## src/rtl/jse_pkg.sv

```systemverilog
// ----------------------------------------------------------------------------
// JSON string escaper package
// Command word passed from the classifier to the expander, and the character
// constants that both sides use.
// ----------------------------------------------------------------------------
`default_nettype none

package jse_pkg;

	typedef logic [1:0] kind_t;

	localparam kind_t K_NONE  = 2'd0;
	localparam kind_t K_RAW   = 2'd1;
	localparam kind_t K_SHORT = 2'd2;
	localparam kind_t K_UESC  = 2'd3;

	// One input word turns into: pre replacement escapes, at most one main unit,
	// then post replacement escapes. RAW carries up to four bytes, first in [7:0].
	typedef struct packed {
		logic [2:0]  pre;
		kind_t       kind;
		logic [2:0]  len;
		logic [31:0] data;
		logic [1:0]  post;
		logic        text_end;
	} jse_cmd_t;

	localparam logic [7:0] CH_BSLASH   = 8'h5C;
	localparam logic [7:0] CH_QUOTE    = 8'h22;
	localparam logic [7:0] CH_U        = 8'h75;
	localparam logic [7:0] CH_F        = 8'h66;
	localparam logic [7:0] CH_D        = 8'h64;
	localparam logic [7:0] CH_ZERO     = 8'h30;
	localparam logic [7:0] CH_A_LESS10 = 8'h57;
	localparam logic [7:0] CH_B        = 8'h62;
	localparam logic [7:0] CH_N        = 8'h6E;
	localparam logic [7:0] CH_R        = 8'h72;
	localparam logic [7:0] CH_T        = 8'h74;

	localparam logic [7:0] CTL_BS    = 8'h08;
	localparam logic [7:0] CTL_HT    = 8'h09;
	localparam logic [7:0] CTL_LF    = 8'h0A;
	localparam logic [7:0] CTL_FF    = 8'h0C;
	localparam logic [7:0] CTL_CR    = 8'h0D;
	localparam logic [7:0] CTL_LIMIT = 8'h20;

	localparam logic [7:0] ASCII_LIMIT = 8'h80;
	localparam logic [7:0] LEAD2_LO    = 8'hC2;
	localparam logic [7:0] LEAD2_HI    = 8'hDF;
	localparam logic [7:0] LEAD3_LO    = 8'hE0;
	localparam logic [7:0] LEAD3_HI    = 8'hEF;
	localparam logic [7:0] LEAD4_LO    = 8'hF0;
	localparam logic [7:0] LEAD4_HI    = 8'hF4;
	localparam logic [7:0] LEAD_SURR   = 8'hED;
	localparam logic [7:0] SEC_A0      = 8'hA0;
	localparam logic [7:0] SEC_90      = 8'h90;

	function automatic logic [7:0] hex_char(input logic [3:0] nib);
		logic [7:0] r;
		if (nib < 4'd10) begin
			r = CH_ZERO + {4'd0, nib};
		end else begin
			r = CH_A_LESS10 + {4'd0, nib};
		end
		return r;
	endfunction

endpackage

`default_nettype wire

```

## src/rtl/json_string_escaper_utf8.sv

```systemverilog
// ----------------------------------------------------------------------------
// JSON string escaper with UTF-8 validation
// Takes one byte a word and produces the escaped string body a byte a word.
// ----------------------------------------------------------------------------
// The first output byte of a word passes through the command queue and the
// expander's command registers into the registered output stage. The expander
// sends one output byte per cycle while the output is taken; a word is accepted
// every cycle while the command queue has room, and words that expand to several
// bytes fill it and apply backpressure. Reset clears the sequence state, the queue and the output.
`default_nettype none

module json_string_escaper_utf8
	import jse_pkg::*;
#(
	parameter int QUEUE_DEPTH = 4
) (
	input  wire logic       clk,
	input  wire logic       arst_n,
	input  wire logic       in_valid,
	output logic            in_ready,
	input  wire logic [7:0] in_byte,
	input  wire logic       end_of_text,
	output logic            out_valid,
	input  wire logic       out_ready,
	output logic [7:0]      out_byte,
	output logic            last_of_run,
	output logic            text_done
);

	logic     push_valid, push_ready, pop_valid, pop_ready;
	jse_cmd_t push_data, pop_data;

	jse_front u_front (
		.clk         (clk),
		.arst_n      (arst_n),
		.in_valid    (in_valid),
		.in_ready    (in_ready),
		.in_byte     (in_byte),
		.end_of_text (end_of_text),
		.push_valid  (push_valid),
		.push_ready  (push_ready),
		.push_data   (push_data)
	);

	jse_queue #(
		.DEPTH (QUEUE_DEPTH)
	) u_queue (
		.clk        (clk),
		.arst_n     (arst_n),
		.push_valid (push_valid),
		.push_ready (push_ready),
		.push_data  (push_data),
		.pop_valid  (pop_valid),
		.pop_ready  (pop_ready),
		.pop_data   (pop_data)
	);

	jse_back u_back (
		.clk         (clk),
		.arst_n      (arst_n),
		.pop_valid   (pop_valid),
		.pop_ready   (pop_ready),
		.pop_data    (pop_data),
		.out_valid   (out_valid),
		.out_ready   (out_ready),
		.out_byte    (out_byte),
		.last_of_run (last_of_run),
		.text_done   (text_done)
	);

endmodule

`default_nettype wire

```

## src/rtl/jse_front.sv

```systemverilog
// ----------------------------------------------------------------------------
// JSON escaper classifier
// Tracks the open UTF-8 sequence and turns each input word into at most one command.
// ----------------------------------------------------------------------------
`default_nettype none

module jse_front
	import jse_pkg::*;
(
	input  wire logic       clk,
	input  wire logic       arst_n,
	input  wire logic       in_valid,
	output logic            in_ready,
	input  wire logic [7:0] in_byte,
	input  wire logic       end_of_text,
	output logic            push_valid,
	input  wire logic       push_ready,
	output jse_cmd_t        push_data
);

	logic [7:0] pend0_q, pend1_q, pend2_q;
	logic [1:0] count_q;
	logic [2:0] exp_len_q;

	logic       accept;
	logic       cont, sec_ok, fresh, hold_wr;
	logic [1:0] nxt_count;
	logic [2:0] nxt_exp;
	logic       lead_wr;
	jse_cmd_t   cmd;

	assign in_ready = push_ready;
	assign accept   = in_valid && in_ready;

	always_comb begin
		cmd       = '0;
		nxt_count = count_q;
		nxt_exp   = exp_len_q;
		fresh     = 1'b0;
		hold_wr   = 1'b0;
		lead_wr   = 1'b0;
		cont      = in_byte[7:6] == 2'b10;
		sec_ok    = 1'b1;
		if (pend0_q == LEAD3_LO && in_byte < SEC_A0) sec_ok = 1'b0;
		if (pend0_q == LEAD_SURR && in_byte >= SEC_A0) sec_ok = 1'b0;
		if (pend0_q == LEAD4_LO && in_byte < SEC_90) sec_ok = 1'b0;
		if (pend0_q == LEAD4_HI && in_byte >= SEC_90) sec_ok = 1'b0;

		if (count_q == 2'd0) begin
			fresh = 1'b1;
		end else if (!(cont && (count_q > 2'd1 || sec_ok))) begin
			cmd.pre = {1'b0, count_q};
			fresh   = 1'b1;
		end else if ({1'b0, count_q} + 3'd1 >= exp_len_q) begin
			cmd.kind        = K_RAW;
			cmd.len         = {1'b0, count_q} + 3'd1;
			cmd.data[7:0]   = pend0_q;
			cmd.data[15:8]  = (count_q > 2'd1) ? pend1_q : in_byte;
			cmd.data[23:16] = (count_q > 2'd2) ? pend2_q : in_byte;
			cmd.data[31:24] = in_byte;
			nxt_count       = 2'd0;
			nxt_exp         = 3'd0;
		end else begin
			hold_wr   = 1'b1;
			nxt_count = count_q + 2'd1;
		end

		if (fresh) begin
			nxt_count = 2'd0;
			nxt_exp   = 3'd0;
			if (in_byte < ASCII_LIMIT) begin
				cmd.kind = K_SHORT;
				unique case (in_byte)
					CH_QUOTE:  cmd.data[7:0] = CH_QUOTE;
					CH_BSLASH: cmd.data[7:0] = CH_BSLASH;
					CTL_BS:    cmd.data[7:0] = CH_B;
					CTL_FF:    cmd.data[7:0] = CH_F;
					CTL_LF:    cmd.data[7:0] = CH_N;
					CTL_CR:    cmd.data[7:0] = CH_R;
					CTL_HT:    cmd.data[7:0] = CH_T;
					default: begin
						cmd.data[7:0] = in_byte;
						if (in_byte < CTL_LIMIT) begin
							cmd.kind = K_UESC;
						end else begin
							cmd.kind = K_RAW;
							cmd.len  = 3'd1;
						end
					end
				endcase
			end else if (in_byte >= LEAD2_LO && in_byte <= LEAD2_HI) begin
				lead_wr = 1'b1; nxt_count = 2'd1; nxt_exp = 3'd2;
			end else if (in_byte >= LEAD3_LO && in_byte <= LEAD3_HI) begin
				lead_wr = 1'b1; nxt_count = 2'd1; nxt_exp = 3'd3;
			end else if (in_byte >= LEAD4_LO && in_byte <= LEAD4_HI) begin
				lead_wr = 1'b1; nxt_count = 2'd1; nxt_exp = 3'd4;
			end else begin
				// An invalid lead is replaced straight away.
				cmd.pre = cmd.pre + 3'd1;
			end
		end

		// Anything still held at the end of the text is cut off.
		if (end_of_text && nxt_count != 2'd0) begin
			cmd.post  = nxt_count;
			nxt_count = 2'd0;
			nxt_exp   = 3'd0;
		end
		cmd.text_end = end_of_text;
	end

	assign push_data  = cmd;
	assign push_valid = in_valid &&
		(cmd.pre != 3'd0 || cmd.kind != K_NONE || cmd.post != 2'd0);

	always_ff @(posedge clk or negedge arst_n) begin
		if (!arst_n) begin
			count_q   <= 2'd0;
			exp_len_q <= 3'd0;
		end else if (accept) begin
			count_q   <= nxt_count;
			exp_len_q <= nxt_exp;
		end
	end

	always_ff @(posedge clk) begin
		if (accept && lead_wr) pend0_q <= in_byte;
		if (accept && hold_wr && count_q == 2'd1) pend1_q <= in_byte;
		if (accept && hold_wr && count_q == 2'd2) pend2_q <= in_byte;
	end

endmodule

`default_nettype wire

```

## src/rtl/jse_queue.sv

```systemverilog
// ----------------------------------------------------------------------------
// JSON escaper command queue
// Small register FIFO that decouples the classifier from the expander.
// ----------------------------------------------------------------------------
`default_nettype none

module jse_queue
	import jse_pkg::*;
#(
	parameter int DEPTH = 4
) (
	input  wire logic     clk,
	input  wire logic     arst_n,
	input  wire logic     push_valid,
	output logic          push_ready,
	input  wire jse_cmd_t push_data,
	output logic          pop_valid,
	input  wire logic     pop_ready,
	output jse_cmd_t      pop_data
);

	localparam int AW = (DEPTH > 1) ? $clog2(DEPTH) : 1;
	localparam int CW = $clog2(DEPTH + 1);
	localparam logic [AW-1:0] LAST_PTR = AW'(DEPTH - 1);
	localparam logic [CW-1:0] FULL_CNT = CW'(DEPTH);

	jse_cmd_t      mem_q [DEPTH];
	logic [AW-1:0] wr_ptr_q, rd_ptr_q;
	logic [CW-1:0] fill_q;
	logic          do_push, do_pop;

	assign push_ready = fill_q != FULL_CNT;
	assign pop_valid  = fill_q != '0;
	assign pop_data   = mem_q[rd_ptr_q];
	assign do_push    = push_valid && push_ready;
	assign do_pop     = pop_valid && pop_ready;

	always_ff @(posedge clk or negedge arst_n) begin
		if (!arst_n) begin
			wr_ptr_q <= '0;
			rd_ptr_q <= '0;
			fill_q   <= '0;
		end else begin
			if (do_push) wr_ptr_q <= (wr_ptr_q == LAST_PTR) ? '0 : wr_ptr_q + 1'b1;
			if (do_pop)  rd_ptr_q <= (rd_ptr_q == LAST_PTR) ? '0 : rd_ptr_q + 1'b1;
			if (do_push && !do_pop) fill_q <= fill_q + 1'b1;
			else if (do_pop && !do_push) fill_q <= fill_q - 1'b1;
		end
	end

	always_ff @(posedge clk) begin
		if (do_push) mem_q[wr_ptr_q] <= push_data;
	end

endmodule

`default_nettype wire

```

## src/rtl/jse_back.sv

```systemverilog
// ----------------------------------------------------------------------------
// JSON escaper expander
// Walks one command a byte at a time into the registered output stage.
// ----------------------------------------------------------------------------
`default_nettype none

module jse_back
	import jse_pkg::*;
(
	input  wire logic     clk,
	input  wire logic     arst_n,
	input  wire logic     pop_valid,
	output logic          pop_ready,
	input  wire jse_cmd_t pop_data,
	output logic          out_valid,
	input  wire logic     out_ready,
	output logic [7:0]    out_byte,
	output logic          last_of_run,
	output logic          text_done
);

	logic        busy_q;
	logic [2:0]  pre_q;
	kind_t       kind_q;
	logic [2:0]  len_q;
	logic [31:0] data_q;
	logic [1:0]  post_q;
	logic        end_q;
	logic [2:0]  sub_q;

	logic        out_valid_q, last_q, done_q;
	logic [7:0]  out_byte_q;

	logic        in_pre, in_main, step, unit_end, cmd_end, take;
	logic [2:0]  unit_len;
	logic [7:0]  cur_byte, esc_byte;

	assign in_pre  = pre_q != 3'd0;
	assign in_main = !in_pre && kind_q != K_NONE;
	assign step    = busy_q && (!out_valid_q || out_ready);

	// Byte of the replacement escape for U+FFFD.
	always_comb begin
		unique case (sub_q) inside
			3'd0:             esc_byte = CH_BSLASH;
			3'd1:             esc_byte = CH_U;
			3'd2, 3'd3, 3'd4: esc_byte = CH_F;
			default:          esc_byte = CH_D;
		endcase
	end

	always_comb begin
		unit_len = 3'd6;
		cur_byte = esc_byte;
		if (in_main) begin
			unique case (kind_q)
				K_RAW: begin
					unit_len = len_q;
					cur_byte = data_q[{sub_q[1:0], 3'b000} +: 8];
				end
				K_SHORT: begin
					unit_len = 3'd2;
					cur_byte = (sub_q == 3'd0) ? CH_BSLASH : data_q[7:0];
				end
				K_UESC: begin
					unit_len = 3'd6;
					unique case (sub_q) inside
						3'd0:       cur_byte = CH_BSLASH;
						3'd1:       cur_byte = CH_U;
						3'd2, 3'd3: cur_byte = CH_ZERO;
						3'd4:       cur_byte = hex_char(data_q[7:4]);
						default:    cur_byte = hex_char(data_q[3:0]);
					endcase
				end
				default: begin
					unit_len = 3'd6;
					cur_byte = esc_byte;
				end
			endcase
		end
	end

	assign unit_end = sub_q == unit_len - 3'd1;
	assign cmd_end  = unit_end && (in_pre ?
		(pre_q == 3'd1 && kind_q == K_NONE && post_q == 2'd0) :
		(in_main ? post_q == 2'd0 : post_q == 2'd1));

	// The next word is loaded as the last byte of the current one leaves.
	assign take      = pop_valid && (!busy_q || (step && cmd_end));
	assign pop_ready = take;

	always_ff @(posedge clk or negedge arst_n) begin
		if (!arst_n) begin
			busy_q      <= 1'b0;
			out_valid_q <= 1'b0;
		end else begin
			if (take) busy_q <= 1'b1;
			else if (step && cmd_end) busy_q <= 1'b0;
			if (step) out_valid_q <= 1'b1;
			else if (out_ready) out_valid_q <= 1'b0;
		end
	end

	always_ff @(posedge clk) begin
		if (take) begin
			pre_q  <= pop_data.pre;
			kind_q <= pop_data.kind;
			len_q  <= pop_data.len;
			data_q <= pop_data.data;
			post_q <= pop_data.post;
			end_q  <= pop_data.text_end;
			sub_q  <= 3'd0;
		end else if (step) begin
			if (unit_end) begin
				sub_q <= 3'd0;
				if (in_pre) pre_q <= pre_q - 3'd1;
				else if (in_main) kind_q <= K_NONE;
				else post_q <= post_q - 2'd1;
			end else begin
				sub_q <= sub_q + 3'd1;
			end
		end
		if (step) begin
			out_byte_q <= cur_byte;
			last_q     <= cmd_end;
			done_q     <= cmd_end && end_q;
		end
	end

	assign out_valid   = out_valid_q;
	assign out_byte    = out_byte_q;
	assign last_of_run = last_q;
	assign text_done   = done_q;

endmodule

`default_nettype wire

```

## config.mk

```make
export PLATFORM = sky130hd
export DESIGN_NAME = json_string_escaper_utf8
export DESIGN_NICKNAME = d
export VERILOG_FILES = /design/src/rtl/jse_pkg.sv /design/src/rtl/json_string_escaper_utf8.sv /design/src/rtl/jse_front.sv /design/src/rtl/jse_queue.sv /design/src/rtl/jse_back.sv
export SDC_FILE = /design/constraint.sdc
export NUM_CORES = 1
export LEC_CHECK = 0
export BUFFER_PORTS_ARGS = -buffer_cell sky130_fd_sc_hd__buf_2
export CORE_MARGIN = 4
export CORE_UTILIZATION = 56
export CTS_CLUSTER_SIZE = 30
export DETAILED_ROUTE_END_ITERATION = 12
export GPL_TIMING_DRIVEN = 0
export PLACE_DENSITY_LB_ADDON = 0.2
export REMOVE_ABC_BUFFERS = 1
export SETUP_SLACK_MARGIN = 0.15
export SKIP_CTS_REPAIR_TIMING = 1
export SLEW_MARGIN = 25
export SYNTH_ARGS = -nofsm -noshare
export SYNTH_HDL_FRONTEND = slang
export SYNTH_SLANG_ARGS = --single-unit
```

## constraint.sdc

```tcl
create_clock -name clk -period 4.3 [get_ports clk]
set_input_delay 0.43 -clock clk [delete_from_list [all_inputs] [get_ports clk]]
set_output_delay 0.43 -clock clk [all_outputs]
set_load 0.01 [all_outputs]
```

==> results.cfg <==
[run_status]
status = finished, final reports clean

[logic_synthesis]
ys_ff_latch = 266
synth_area_leaders = edfxtp_1 65%, mux4_2 10%, ha_1 3.5%, dfrtp_1 3.0%, nand2_1 1.6%
ys.flop_type = edfxtp_1
synth-async-reset-ratio_pct = 5.26
synth_edf_count = 249
synth_area_sq_um = 11500
syn-instance-count = 699
yosysWarnings = 0
synth_largest_area_cell = edfxtp_1
yosysSeqAreaShare_pct = 68.4
synth_cell_types = 70
synth_top_area_share_pct = 64.9
synthTopCellsByCount = 249 x edfxtp_1, 51 x mux4_2, 49 x nand2_1, 43 x nor2_1, 32 x ha_1
synth.most_common_cell = edfxtp_1
avgSynthCellArea_sq_um = 16.5

[sta]
post-route-period-util_pct = 91.6
slew_viol_final = 0
worst_hold_slack_ns = 0.195
rsz0062_at_grt = yes
relSlewSlack_pct = 37.8
finalHoldViolations = 0
skew_ns = 0.00835
fmaxAchievable_mhz = 254
tightestPinTransition_ns = 0.932
finalSetupViolations = 0
min_period_ns = 3.94

[power_and_ir_drop]
swShare_pct = 25.1
pwr-share-seq_pct = 49.9
vdd_drop_max_uv = 328
power_mw = 6.81
clkPwrFrac_pct = 34.0
leakage_nw = 4.46
share_comb_of_total_power_pct = 16.1
intPower_mw = 5.10
power_switching_mw = 1.71
cellPowerDensity_nw_per_um2 = 527

[clock_network]
cts_num_sinks = 266
clk_latency_ns = 0.52
cts-root-buf = clkbuf_16
htreeDepth = 1
clk_pin_slew_worst_paths_ns = 0.06
numCtsBuffers = 27
max-clock-path-buffers = 3
cts_tree = built

[detailed_routing]
routed_via_density = 6.03
drtIter0Drc = 556
drc_errors = 0
vias = 6174
firstDrtPassIters = 5
routed_wl_um = 22000
wl_per_cell_um = 21.5
final_antenna_net_count = 0

[place]
port_buffers = 24
post_dp_cell_area_sq_um = 12000
globalplace.congestion = 0.920
hpwl_um = 13900
dp.cells = 972

[setup_path]
crit_chain = inv_1 > ha_1 > nor2_4 > nor2_1 > a31oi_4 > nor2_1 > ha_1 > nor4_1 > a211o_1 > a31oi_4 > ha_1 > inv_1 > fa_1 > xor2_1 > nor2_1 > xor2_1
slowest_stage = dfrtp_1
path_class = reg -> reg
path_max_fanout = 11
cp-start-kind = flip-flop
arrival_ns = 4.38
cp.required_ns = 4.75
critPathMaxStageDelay_ns = 0.46
endpoint_kind = flip-flop

[floorplan]
die-area_sq_um = 22900
row_count = 52
dieHeight_um = 151
start_util_pct = 57.0
core_sq_um = 20200
dieWidth_um = 151
io_pins = 25

[layout]
antenna_cells = 0
final_net_count = 780
syn2layout_area_growth_pct = 12.2
fin_area_sq_um = 12900
drive_gt1_share_pct = 19.9
finalNonFillerCells = 1024

[global_routing]
grt_usage_pct = 19.8
overflow = 0
first_global_vias = 6221
grt_pass1_wl_um = 34600
grt_max_degree = 48
antenna_found_initial = 0

[run]
maxCapViolCount = 0

[hold_path]
min_path_type = in -> reg
-- logic make-up after synthesis --
| kind of cell | after synthesis | synth area share, % |
|---|---|---|
| DFF | 266 | 68.4 |
| buffers and inverters | 58 | 2.00 |
| muxes | 72 | 12.0 |
| and+or+nand+nor | 161 | 6.99 |
| xor gates and xnor gates | 14 | 1.06 |
| other | 1 | 0.0325 |
| adders and majority gates | 33 | 3.65 |
| AOI/OAI and AO/OA | 94 | 5.88 |
-- placed cells by master (no fill, tap or decap), types with 4 or more instances in the layout --
cell type / netlist / layout
conb_1: 1 / 4
a221o_1: 4 / 4
xor2_1: 4 / 4
nor3_1: 9 / 9
inv_1: 28 / 28
ha_1: 32 / 32
a21oi_1: 22 / 22
and2_4: 0 / 4
and3_1: 13 / 13
buf_2: 4 / 24
mux4_2: 51 / 51
nand2b_1: 9 / 9
and2_1: 10 / 6
dfrtp_1: 14 / 12
nand3_1: 5 / 5
mux2i_1: 12 / 12
mux2_2: 5 / 5
xnor2_1: 10 / 10
clkbuf_16: 0 / 27
clkinv_1: 0 / 8
a22oi_1: 6 / 6
edfxtp_1: 249 / 249
o21ai_0: 22 / 22
nor2_1: 43 / 42
clkinv_2: 0 / 4
bufinv_16: 0 / 4
nand2_1: 49 / 49
-- per-stage QoR --
step	TNS (ns)	setup WS, ns	util [%]
finish	0	0.361	63.9
CTS	-6.63	-0.330	63.7
floorplan	0	0.260	-
global placement	-212.24	-1.24	58.7
detailed placement	-6.03	-0.311	59.3
global route	0	0.0935	63.9
-- state kept, by name, summed over array words and instances (netlist names), 2 cells and up --
name	count
u_back.data_q	32
u_back.kind_q	2
u_back.len_q	3
u_back.out_byte	8
u_back.post_q	2
u_back.pre_q	3
u_back.sub_q	3
u_front.count_q	2
u_front.exp_len_q	3
u_front.pend0_q	8
u_front.pend1_q	8
u_front.pend2_q	8
u_queue.fill_q	3
u_queue.mem_q	172
u_queue.rd_ptr_q	2
u_queue.wr_ptr_q	2
-- power by group through the flow --
stage / sequential, mW / combinational (mW) / clock (mW)
final: 3.40 / 1.10 / 2.31
after global routing: 3.44 / 1.20 / 2.46
after CTS: 3.41 / 1.11 / 2.36
after detailed placement: 3.46 / 1.10 / 0
after global placement: 3.48 / 0.985 / 0
after floorplan: 3.42 / 0.738 / 0
-- layer usage --
layer  GRT usage (%)  up-vias  wire, um
met5               0        -         0
met1            27.8     3163      9710
li1                -     2802         -
met3            3.00       37      1050
met4            5.08        0       430
met2            33.1      172     10900
-- worst max-delay path, delay by kind of cell (launching register included) --
kind	cells	cell delay, ns
AOI/OAI and AO/OA	3	0.92
xor gates and xnor gates	2	0.33
adders and majority gates	4	1.25
buffers and inverters	2	0.25
DFF	1	0.46
and+or+nand+nor	5	0.64
-- final timing paths --
path,cells after the start,end,slack [ns],from
setup reg to reg,16,u_queue.fill_q[2]$_DFFE_PN0P_,0.36,u_front.count_q[1]$_DFFE_PN0P_
min in group asynchronous,2,u_queue.fill_q[1]$_DFFE_PN0P_,0.36,arst_n
hold / removal,3,u_back.out_valid$_DFFE_PN0P_,0.19,out_ready
hold reg to reg,1,u_queue.fill_q[2]$_DFFE_PN0P_,0.51,u_queue.fill_q[2]$_DFFE_PN0P_
setup / recovery,16,u_queue.fill_q[2]$_DFFE_PN0P_,0.36,u_front.count_q[1]$_DFFE_PN0P_
max in group asynchronous,2,u_queue.rd_ptr_q[0]$_DFFE_PN0P_,3.63,arst_n
-- final cells by class --
class	instances	area [sq um]
Sequential cell	266	7900
Fill cell	1390	7300
Multi-Input combinational cell	378	3450
Clock buffer	29	683
Tap cell	270	338
Timing Repair Buffer	31	248
Clock inverter	20	204
Inverter	30	118
Note: power is estimated with default switching activity, not from simulation.
